[src/gga_pkg.sv]
package gga_pkg;

    // Characters kept per field; later characters of the field are dropped.
    localparam int FIELD_CHARS = 10;
    localparam int CHAR_W      = $clog2(FIELD_CHARS + 1);

    // Field numbers (comma count)
    localparam logic [3:0] F_TIME     = 4'd1;
    localparam logic [3:0] F_LAT      = 4'd2;
    localparam logic [3:0] F_NS       = 4'd3;
    localparam logic [3:0] F_LON      = 4'd4;
    localparam logic [3:0] F_EW       = 4'd5;
    localparam logic [3:0] F_FIX      = 4'd6;
    localparam logic [3:0] F_SATS     = 4'd7;
    localparam logic [3:0] F_HDOP     = 4'd8;
    localparam logic [3:0] F_ALT      = 4'd9;
    localparam logic [3:0] F_ALT_UNIT = 4'd10;
    localparam logic [3:0] F_GEO      = 4'd11;
    localparam logic [3:0] F_GEO_UNIT = 4'd12;
    localparam logic [3:0] F_LAST     = 4'd15;

    localparam logic [7:0] CH_COMMA = 8'h2C;
    localparam logic [7:0] CH_ZERO  = 8'h30;

    // Saturation limits
    localparam int MAX_TIME    = 999999999;
    localparam int MAX_COORD_Q = 999999;   // coordinate / 1000
    localparam int MAX_COORD_R = 999;      // coordinate % 1000
    localparam int MAX_SATS    = 99;
    localparam int MAX_HDOP    = 9999;
    localparam int MAX_ALT     = 99999;

    // floor(x / 1000) == (x * 8389) >> 23 for x < 10000
    localparam int THOUSAND    = 1000;
    localparam int RECIP_1000  = 8389;
    localparam int RECIP_SHIFT = 23;

    typedef struct packed {
        logic [7:0] byte_in;
        logic       end_of_sentence;
    } in_t;

    typedef struct packed {
        logic [29:0] utc_time;
        logic [19:0] latitude_whole;
        logic [7:0]  north_south;
        logic [19:0] longitude_whole;
        logic [7:0]  east_west;
        logic [3:0]  fix_kind;
        logic [6:0]  satellite_count;
        logic [13:0] dilution_tenths;
        logic [16:0] altitude_tenths;
        logic [7:0]  altitude_unit;
        logic [16:0] geoid_tenths;
        logic [7:0]  geoid_unit;
    } out_t;

    // Coordinates are held as quotient and remainder by 1000.
    typedef struct packed {
        logic [3:0]        field_number;
        logic [CHAR_W-1:0] chars_in_field;
        logic [29:0]       time_acc;
        logic [19:0]       lat_q;
        logic [9:0]        lat_r;
        logic [19:0]       lon_q;
        logic [9:0]        lon_r;
        logic [7:0]        ns_char;
        logic [7:0]        ew_char;
        logic [3:0]        fix_value;
        logic [6:0]        sat_acc;
        logic              sat_too_long;
        logic [13:0]       hdop_acc;
        logic [16:0]       alt_acc;
        logic              alt_zeroed;
        logic [7:0]        alt_unit_char;
        logic [16:0]       geo_acc;
        logic              geo_zeroed;
        logic [7:0]        geo_unit_char;
    } st_t;

endpackage

[src/gga_coord_acc.sv]
// Decimal coordinate accumulator kept as (q, r) with value = q*1000 + r.
module gga_coord_acc (
    input  logic [19:0] q,
    input  logic [9:0]  r,
    input  logic [3:0]  d,
    output logic [19:0] q_next,
    output logic [9:0]  r_next
);

    logic [13:0] x;
    logic [26:0] prod;
    logic [3:0]  qd;
    logic [13:0] qd_k;
    logic [13:0] rem;
    logic [23:0] nq;

    assign x    = ({4'b0, r} << 3) + ({4'b0, r} << 1) + {10'b0, d};
    assign prod = {13'b0, x} * 27'(gga_pkg::RECIP_1000);
    assign qd   = prod[gga_pkg::RECIP_SHIFT +: 4];
    assign qd_k = {10'b0, qd} * 14'(gga_pkg::THOUSAND);
    assign rem  = x - qd_k;
    assign nq   = ({4'b0, q} << 3) + ({4'b0, q} << 1) + {20'b0, qd};

    always_comb begin
        if (nq > 24'(gga_pkg::MAX_COORD_Q)) begin
            q_next = 20'(gga_pkg::MAX_COORD_Q);
            r_next = 10'(gga_pkg::MAX_COORD_R);
        end else begin
            q_next = nq[19:0];
            r_next = rem[9:0];
        end
    end

endmodule

[src/gga_step.sv]
// Next-state logic for one character, plus the record built from that state.
module gga_step (
    input  gga_pkg::in_t  in_beat,
    input  gga_pkg::st_t  st,
    output gga_pkg::st_t  st_next,
    output gga_pkg::out_t rec
);

    logic [7:0]  c;
    logic        dig;
    logic [3:0]  d;
    logic        pos_zero;
    logic        room;
    logic [19:0] lat_q_n;
    logic [9:0]  lat_r_n;
    logic [19:0] lon_q_n;
    logic [9:0]  lon_r_n;
    logic [33:0] time_x;
    logic [9:0]  sat_x;
    logic [16:0] hdop_x;
    logic [19:0] alt_x;
    logic [19:0] geo_x;
    logic [29:0] time_s;
    logic [6:0]  sat_s;
    logic [13:0] hdop_s;
    logic [16:0] alt_s;
    logic [16:0] geo_s;

    assign c        = in_beat.byte_in;
    assign dig      = c inside {[8'h30:8'h39]};
    assign d        = dig ? 4'(c - gga_pkg::CH_ZERO) : 4'd0;
    assign pos_zero = (st.chars_in_field == '0);
    assign room     = st.chars_in_field < gga_pkg::CHAR_W'(gga_pkg::FIELD_CHARS);

    gga_coord_acc u_lat (
        .q      (st.lat_q),
        .r      (st.lat_r),
        .d      (d),
        .q_next (lat_q_n),
        .r_next (lat_r_n)
    );

    gga_coord_acc u_lon (
        .q      (st.lon_q),
        .r      (st.lon_r),
        .d      (d),
        .q_next (lon_q_n),
        .r_next (lon_r_n)
    );

    // acc*10 + d, then clamp
    assign time_x = ({4'b0, st.time_acc} << 3) + ({4'b0, st.time_acc} << 1) + {30'b0, d};
    assign sat_x  = ({3'b0, st.sat_acc} << 3) + ({3'b0, st.sat_acc} << 1) + {6'b0, d};
    assign hdop_x = ({3'b0, st.hdop_acc} << 3) + ({3'b0, st.hdop_acc} << 1) + {13'b0, d};
    assign alt_x  = ({3'b0, st.alt_acc} << 3) + ({3'b0, st.alt_acc} << 1) + {16'b0, d};
    assign geo_x  = ({3'b0, st.geo_acc} << 3) + ({3'b0, st.geo_acc} << 1) + {16'b0, d};

    assign time_s = (time_x > 34'(gga_pkg::MAX_TIME)) ? 30'(gga_pkg::MAX_TIME) : time_x[29:0];
    assign sat_s  = (sat_x > 10'(gga_pkg::MAX_SATS)) ? 7'(gga_pkg::MAX_SATS) : sat_x[6:0];
    assign hdop_s = (hdop_x > 17'(gga_pkg::MAX_HDOP)) ? 14'(gga_pkg::MAX_HDOP) : hdop_x[13:0];
    assign alt_s  = (alt_x > 20'(gga_pkg::MAX_ALT)) ? 17'(gga_pkg::MAX_ALT) : alt_x[16:0];
    assign geo_s  = (geo_x > 20'(gga_pkg::MAX_ALT)) ? 17'(gga_pkg::MAX_ALT) : geo_x[16:0];

    always_comb begin
        st_next = st;
        if (c == gga_pkg::CH_COMMA) begin
            if (st.field_number != gga_pkg::F_LAST) begin
                st_next.field_number = st.field_number + 4'd1;
            end
            st_next.chars_in_field = '0;
        end else if (room) begin
            st_next.chars_in_field = st.chars_in_field + gga_pkg::CHAR_W'(1);
            case (st.field_number)
                gga_pkg::F_TIME: begin
                    if (dig) st_next.time_acc = time_s;
                end
                gga_pkg::F_LAT: begin
                    if (dig) begin
                        st_next.lat_q = lat_q_n;
                        st_next.lat_r = lat_r_n;
                    end
                end
                gga_pkg::F_NS: begin
                    st_next.ns_char = c;
                end
                gga_pkg::F_LON: begin
                    if (dig) begin
                        st_next.lon_q = lon_q_n;
                        st_next.lon_r = lon_r_n;
                    end
                end
                gga_pkg::F_EW: begin
                    st_next.ew_char = c;
                end
                gga_pkg::F_FIX: begin
                    if (pos_zero) st_next.fix_value = d;
                end
                gga_pkg::F_SATS: begin
                    if (st.chars_in_field >= gga_pkg::CHAR_W'(2)) begin
                        st_next.sat_too_long = 1'b1;
                    end else if (dig) begin
                        st_next.sat_acc = sat_s;
                    end
                end
                gga_pkg::F_HDOP: begin
                    if (dig) st_next.hdop_acc = hdop_s;
                end
                gga_pkg::F_ALT: begin
                    if (pos_zero && c == gga_pkg::CH_ZERO) st_next.alt_zeroed = 1'b1;
                    if (dig) st_next.alt_acc = alt_s;
                end
                gga_pkg::F_ALT_UNIT: begin
                    st_next.alt_unit_char = c;
                end
                gga_pkg::F_GEO: begin
                    if (pos_zero && c == gga_pkg::CH_ZERO) st_next.geo_zeroed = 1'b1;
                    if (dig) st_next.geo_acc = geo_s;
                end
                gga_pkg::F_GEO_UNIT: begin
                    st_next.geo_unit_char = c;
                end
                default: begin
                end
            endcase
        end
    end

    always_comb begin
        rec.utc_time        = st_next.time_acc;
        rec.latitude_whole  = st_next.lat_q;
        rec.north_south     = st_next.ns_char;
        rec.longitude_whole = st_next.lon_q;
        rec.east_west       = st_next.ew_char;
        rec.fix_kind        = st_next.fix_value;
        rec.satellite_count = st_next.sat_too_long ? 7'd0 : st_next.sat_acc;
        rec.dilution_tenths = st_next.hdop_acc;
        rec.altitude_tenths = st_next.alt_zeroed ? 17'd0 : st_next.alt_acc;
        rec.altitude_unit   = st_next.alt_unit_char;
        rec.geoid_tenths    = st_next.geo_zeroed ? 17'd0 : st_next.geo_acc;
        rec.geoid_unit      = st_next.geo_unit_char;
    end

endmodule

[src/nmea_gga_field_parser.sv]
// GGA sentence field parser.
// Input channel (s_valid/s_ready/s_data): one ASCII character per beat, with
//   end_of_sentence set on the sentence's final character.
// Result channel (m_valid/m_ready/m_data): one record per sentence, sent
//   after the final character has been taken into the field state.
// Characters that are not final produce no beat on the result channel.
// Throughput: one character per cycle while the result side is not stalled.
// Result path: the final character goes through the input register, then the
//   result register, which it enters once the result slot is free.
// Coordinates are kept as quotient/remainder by 1000 while digits arrive,
//   so the record needs no divider; the per-byte path is x10 adds, a
//   narrow reciprocal multiply and a clamp compare.
// Reset (aresetn low, synchronous): field state, input and result valid
//   flags are cleared; a half-received sentence is discarded.
// Stall: while m_valid is high and m_ready low, the held record stays put and
//   the input register stops advancing; s_ready drops once it is full.
module nmea_gga_field_parser (
    input  logic          aclk,
    input  logic          aresetn,
    input  logic          s_valid,
    output logic          s_ready,
    input  gga_pkg::in_t  s_data,
    output logic          m_valid,
    input  logic          m_ready,
    output gga_pkg::out_t m_data
);

    logic          in_valid_reg;
    gga_pkg::in_t  in_data_reg;
    gga_pkg::st_t  st_reg;
    gga_pkg::st_t  st_next;
    gga_pkg::out_t rec_next;
    logic          out_valid_reg;
    gga_pkg::out_t out_data_reg;
    logic          advance;
    logic          emit;

    // Input beat moves into the field state when the result slot can take a record.
    assign advance = in_valid_reg && (!out_valid_reg || m_ready);
    assign emit    = advance && in_data_reg.end_of_sentence;
    assign s_ready = !in_valid_reg || advance;

    gga_step u_step (
        .in_beat (in_data_reg),
        .st      (st_reg),
        .st_next (st_next),
        .rec     (rec_next)
    );

    always_ff @(posedge aclk) begin
        if (!aresetn) begin
            in_valid_reg  <= 1'b0;
            st_reg        <= '0;
            out_valid_reg <= 1'b0;
        end else begin
            if (s_ready) begin
                in_valid_reg <= s_valid;
            end
            if (advance) begin
                // final character clears the state for the next sentence
                st_reg <= in_data_reg.end_of_sentence ? '0 : st_next;
            end
            if (emit) begin
                out_valid_reg <= 1'b1;
            end else if (m_ready) begin
                out_valid_reg <= 1'b0;
            end
        end
    end

    // payload, no reset
    always_ff @(posedge aclk) begin
        if (s_valid && s_ready) begin
            in_data_reg <= s_data;
        end
        if (emit) begin
            out_data_reg <= rec_next;
        end
    end

    assign m_valid = out_valid_reg;
    assign m_data  = out_data_reg;

endmodule

[config.mk]
export PLATFORM = sky130hd
export DESIGN_NAME = nmea_gga_field_parser
export DESIGN_NICKNAME = d
export VERILOG_FILES = /design/src/gga_pkg.sv /design/src/gga_coord_acc.sv /design/src/gga_step.sv /design/src/nmea_gga_field_parser.sv
export SDC_FILE = /design/constraint.sdc
export NUM_CORES = 1
export LEC_CHECK = 0
export ABC_CLOCK_PERIOD_IN_PS = 27200
export BUFFER_PORTS_ARGS = -buffer_cell sky130_fd_sc_hd__buf_2
export CAP_MARGIN = 20
export CELL_PAD_IN_SITES_DETAIL_PLACEMENT = 1
export CELL_PAD_IN_SITES_GLOBAL_PLACEMENT = 2
export CORE_MARGIN = 2
export CORE_UTILIZATION = 43
export CTS_CLUSTER_DIAMETER = 150
export CTS_CLUSTER_SIZE = 14
export DETAILED_ROUTE_END_ITERATION = 10
export GPL_TIMING_DRIVEN = 0
export PLACE_DENSITY_LB_ADDON = 0.1
export SETUP_SLACK_MARGIN = 0.2
export SLEW_MARGIN = 25
export SYNTH_ARGS = -nofsm -noshare
export SYNTH_HDL_FRONTEND = slang
export SYNTH_SLANG_ARGS = --single-unit
export TNS_END_PERCENT = 30
[constraint.sdc]
create_clock -name aclk -period 27.2 [get_ports aclk]
set_input_delay 1.36 -clock aclk [delete_from_list [all_inputs] [get_ports aclk]]
set_output_delay 1.36 -clock aclk [all_outputs]
set_load 0.01 [all_outputs]
==> reports/summary.txt, run 1 <==
largest net degree at the start of global routing - 62
Crit Path Category - reg -> reg
slew margin rel. - 0.274
initial antenna violation count - 2
Sw Share - 0.241
CTS root buffer - clkbuf_16
most used cell, CP - ha_1
Post-CTS Setup Bufs - 0
CTS tree - done
status - complete, no violations
ys async rst share - 0
CP Max Fanout - 10
Seq/Total Area, Yosys - 0.309
Synth top area share - 0.204
Synth Area in XOR/XNOR - 0.0497
Worst VDD drop - 0.0441 mV
RSZ-0062 raised after global routing - no
IO Pins - 176
flop and latch count out of synthesis - 364
CP Capture Type - flop
Worst setup SP type - flop
WL/cell - 22.3 um
Psw - 248 uW
Combinational Power Share - 0.038
Inserted Clock Buffers - 29
Post-Synth Adder-Cell Area - 0.249
top cells by area, synth - ha_1 20%, edfxtp_1 18%, dfxtp_1 13%
Port Buffers - 174
Slew @ Worst Pin - 1070 ps
Synth Warn # - 0
1st-iter DRT viols - 1,217
Inst Count DP - 4,139
clk_lat worst skew - 600 ps
share of layout cells above drive strength 1 - 0.0922
Final Hold Fails - 0
GPL Wtd Cong - 0.876
worst reg2reg endpoint - st_reg[106]
reg2reg path depth - 45
flop2flop setup slack - 12,810 ps
vias per cell - 5.91
DRC - 0
hold path startpoint - st_reg[102]
Pint - 784 uW
final setup margin - 12,810 ps
syn_area_per_cell - 9.41 sq um
Setup-failing EPs final - 0
slowest cell delay on critical path - 810 ps
Post-synth EDFFs - 170
top_reg_cell synth - dfxtp_1
Hold-fix buffers, CTS - 0
die area - 69,700 sq um
Slowest cell on crit path - buf_1
drt first pass iters - 5
post-CTS sizing - 0
clock tree sinks - 364
Initial Util - 0.434
worst hold path class - reg -> reg
Synth Cell Area - 29,100 sq um
dpl ws - 12,970 ps
Fin Setup TNS - 0 ps
clock power share - 0.402
clk_skew - 18.6 ps
Post-DRT Antenna Nets - 0
via count - 24.8k
first-pass GRT wire length - 148,000 um
Worst EP arrival - 14,880 ps
num rows - 95
multiplexer share of the synthesized area - 0.0148
Max Cap Viol - 0
DP HPWL - 73,600 um
fin crit share - 0.529
crit-path leading delay family - compound AO/OA/AOI/OAI gates
Reg clk slew, reported paths - 80 ps
Syn Nets - 3,637
Cells on Worst Hold Path - 1
Synth cell types - 87
Min Clock Period, post-route - 14,390 ps
Non-Filler Instances - 4,194
leading area contributor after synthesis - ha_1
sequential power share - 0.560
RR Startpoint - in_data_reg[3]
power per standard cell area - 32.3 nW/um^2
main combinational cell family by area after synthesis - adder cells
Critical Path RT - 27,690 ps
Overflow after GRT - 0
H-tree Lvls - 1
Core ar. - 67,000 sq um
fin nets - 3,845
simple-gate share of the synthesized area - 0.127
clk buf depth - 3
gr usage total - 0.266
Die X - 264 um
Layout area overhead - 10.1%
vias in the first global route - 26.1k
P_leak - 15.7 nW
Cells after Synth - 3,089
max reg flops - 192
FMAX - 0.0695 GHz
Detailed Route WL - 93,600 um
Final Max Tran Viols - 0
CP bufs+invs - 8
Hold Crit Endpoint - st_reg[102]
die height - 264 um
Final Util - 0.477
Synth Area in Compound Gates - 0.204
worst max-delay path by stage:
stage	from	to	slack (ps)	depth (start not counted)
after floorplan	in_data_reg[7]	st_reg[148]	16100	47
after global placement	in_data_reg[3]	st_reg[106]	13210	45
after detailed placement	in_data_reg[3]	st_reg[106]	12970	45
after CTS	in_data_reg[3]	st_reg[106]	12890	45
after global routing	in_data_reg[5]	st_reg[106]	11810	45
final	in_data_reg[3]	st_reg[106]	12810	45
layout by cell type (no fill, tap or decap), types with 123 or more instances in the layout:
master    count
ha_1        473
inv_1       227
nand2_1     180
nor2_1      241
buf_2       185
o21ai_0     143
edfxtp_1    170
a21oi_1     175
dfxtp_1     194
clkbuf_1    123
kinds of logic after synthesis:
family / Yosys count
DFF: 364
and+or+nand+nor: 769
buffers and inverters: 352
muxes: 39
adders and majority gates: 542
xor gates and xnor gates: 165
AOI/OAI and AO/OA: 858
synthesized netlist by cell type (all sizes together) (11+ instances only):
cell type and number:
fa 62, o22a 13, mux2 32, a21oi 178, nor2 242, a211oi 30
a21o 76, a22oi 55, nand4 27, xnor2 107, o221ai 13, nand3b 12
inv 230, o21bai 22, clkbuf 100, o311ai 15, a2111oi 12, xor2 58
nand3 61, a31o 13, nor3 62, ha 473, and2 33, nor4 15
nand2b 25, and3 17, nor3b 13, nor2b 34, o21ai 153, a22o 54
o211ai 21, or3 12, a21boi 11, buf 20, o21a 28, nand2 181
a31oi 48, dfxtp 194, a32oi 22, o31ai 15, edfxtp 170
power groups by stage:
stage	Combinational, mW	Sequential (mW)	Clock [mW]
6_report	0.0390	0.578	0.415
2_1_floorplan	0.0169	0.592	0
3_3_place_gp	0.0367	0.593	0
4_1_cts	0.0391	0.578	0.425
3_5_place_dp	0.0389	0.591	0
5_1_grt	0.0419	0.579	0.442
per-layer routing:
metal	wire length, um	vias up	share of wire	track usage
met5	0	-	0	0
met4	2530	0	0.027	0.0742
met3	2600	118	0.028	0.0215
met2	45600	394	0.49	0.467
met1	42900	12500	0.46	0.349
li1	-	11800	-	-
layout make-up:
type                       instances  area [sq um]
antenna                            2          5.00
sequential                       364          8990
inverter                         232           878
fill                            7753         35000
buffer                           120           492
timing repair buffer             177           933
tap                              873          1090
clock buffer                      53           816
multi-input combinational       2373         18800
per-stage QoR:
stage	hold WS, ps	power, mW	instance area (sq um)
2_1_floorplan	453	0.609	29100
3_5_place_dp	494	0.630	31100
4_1_cts	509	1.04	32000
5_1_grt	526	1.06	32000
3_3_place_gp	482	0.629	31000
6_report	510	1.03	32000
Power figures use the tool's default switching activity.
==> inputs of run 2 (changes only) <==
Settings changed: ABC_AREA from default to 1, ABC_CLOCK_PERIOD_IN_PS 27200 to 11500, CORE_UTILIZATION 43 to 33.
Clock period 27.2 ns to 11.5 ns, I/O delays scaled along.
==> reports/summary.txt, run 2 <==
status - complete, no violations
Crit Path Category - reg -> reg
Reg clk slew, reported paths - 80 ps
top_reg_cell synth - dfxtp_1
Setup-failing EPs final - 0
clock tree sinks - 364
Final Instance Area - 35,500 sq um
slew margin rel. - 0.314
flop and latch count out of synthesis - 364
top cells by area, synth - ha_1 19%, edfxtp_1 16%, nand2_1 13%
Synth top area share - 0.187
Worst setup SP type - flop
max reg flops - 192
syn_area_per_cell - 7.38 sq um
WL/cell - 19.1 um
Post-synth EDFFs - 170
most common cell in the netlist - nand2_1
Die X - 314 um
Synth Cell Area - 31,700 sq um
hold path startpoint - s_data[8]
Slowest cell on crit path - fa_1
slowest cell delay on critical path - 510 ps
final setup margin - 1020 ps
most used cell, CP - nand2_1
reg2reg path depth - 50
H-tree Lvls - 1
Inst Count DP - 5,742
Detailed Route WL - 111,000 um
ys async rst share - 0
DP HPWL - 91,500 um
Cells after Synth - 4,292
Layout area overhead - 12.0%
die area - 98,500 sq um
Min Clock Period, post-route - 10,480 ps
clk buf depth - 3
clk_lat worst skew - 650 ps
gr usage total - 0.225
synth cell count leaders - 1,094 x nand2_1, 536 x inv_1, 473 x ha_1
vias in the first global route - 30.0k
Worst EP arrival - 10,840 ps
1st-iter DRT viols - 1,216
first-pass GRT wire length - 174,000 um
DP Area - 34,400 sq um
commonest non-fill, non-tap cell in the layout - nand2_1
Synth cell types - 52
most frequent cells in the layout - 1,094 x nand2_1, 533 x inv_1, 473 x ha_1, 396 x a21oi_1, 364 x nor2_1
Cells on Worst Hold Path - 1
via count - 29.1k
CP Capture Type - flop
num rows - 113
Port Buffers - 175
Reg area - 8990 sq um
leading area contributor after synthesis - ha_1
Post-DRT Antenna Nets - 0
RSZ-0062 raised after global routing - no
fin nets - 5,066
Overflow after GRT - 0
DRC - 0
Synth Warn # - 0
dpl ws - -334 ps
die height - 314 um
Inserted Clock Buffers - 30
GPL Wtd Cong - 0.884
Multi-input gate area - 20,300 sq um
CTS root buffer - clkbuf_16
Initial Util - 0.333
share of layout cells above drive strength 1 - 0.0865
RR Startpoint - in_data_reg[8]
initial antenna violation count - 5
Non-Filler Instances - 5,809
Final Max Tran Viols - 0
IO Pins - 176
power per standard cell area - 71.9 nW/um^2
# fillers - 11.8k
Max Cap Viol - 0
worst setup path start - in_data_reg[8]
Worst VDD drop - 0.113 mV
total power - 2.55 mW
P_leak - 17.8 nW
Final Hold Fails - 0
Syn Nets - 4,840
worst hold path class - in -> reg
CTS tree - done
Slew @ Worst Pin - 1030 ps
fin crit share - 0.911
FMAX - 0.0954 GHz
Critical Path RT - 11,860 ps
largest net degree at the start of global routing - 27
vias per cell - 5.01
clk_skew - 24.0 ps
Core ar. - 95,000 sq um
Seq/Total Area, Yosys - 0.284
CP Max Fanout - 10
drt first pass iters - 8
-- run 2: cell types whose count changed after synthesis, moves of 32 or more --
cell and change:
nand4_1 +81, or2_2 +62, a21o_1 -58, xnor2_1 -73, a31oi_1 -39, nor2_1 +130, a22oi_1 -55, nor2b_1 -34
nand2_1 +914, inv_1 +308, mux2_2 -32, a21oi_1 +223, nand3_1 +194, a22o_1 -54
-- run 2: per-layer routing --
metal / global-route usage / vias up / share of wire
met3: 0.0174 / 95 / 0.031
met4: 0.0494 / 0 / 0.022
li1: - / 14700 / -
met2: 0.387 / 335 / 0.47
met1: 0.308 / 13900 / 0.48
met5: 0 / - / 0
-- run 2: layout make-up --
class                           instances  share of cell area
Clock buffer                           55              0.0250
Buffer                                106              0.0131
Antenna cell                            2            0.000141
Timing Repair Buffer                  194              0.0332
Multi-Input combinational cell       3279               0.573
Sequential cell                       364               0.253
Inverter                              543              0.0577
Tap cell                             1265              0.0446
Clock inverter                          1            0.000317
-- run 2: cell families after synthesis --
logic type	Yosys count	share of synthesized area
AO/OA/AOI/OAI	640	0.111
buffers and inverters	649	0.0785
adder cells (fa/ha/maj)	535	0.226
AND/OR/NAND/NOR	1994	0.271
flip-flops	364	0.284
XOR/XNOR	110	0.0306
-- run 2: what timing repair did --
item,CTS,global route
cloned,0,0
hold buffers,0,0
setup buffers,0,9
pin swaps,0,2
endpoints found under the setup margin,89,85
gates resized for setup,8,20
-- run 2: final timing paths --
kind                            slack (ps)        endpoint
worst max-delay path                  1020     m_data[102]
worst min-delay path                   180  in_data_reg[8]
worst max register to register        1020     m_data[102]
worst min register to register         460      st_reg[66]
-- run 2: through the flow --
stage	TNS, ps	hold WS (ps)	util
2_1_floorplan	0	425	-
3_3_place_gp	-248080	438	0.359
3_5_place_dp	-4080	447	0.362
4_1_cts	0	133	0.372
5_1_grt	0	139	0.374
6_report	0	180	0.374
-- run 2: power breakdown --
part / total, mW / internal, mW / switching [mW]
sequential: 1.37 / 1.36 / 0.00811
clock: 1.06 / 0.518 / 0.542
combinational: 0.123 / 0.0289 / 0.0940
-- run 2: critical path: cells and delay by family (launching register included) --
kind | cells | cell delay (ps)
flops | 1 | 360
simple gates | 25 | 3240
xor+xnor | 2 | 430
compound gates | 6 | 1280
buf+inv | 7 | 1290
fa+ha+maj | 10 | 3570
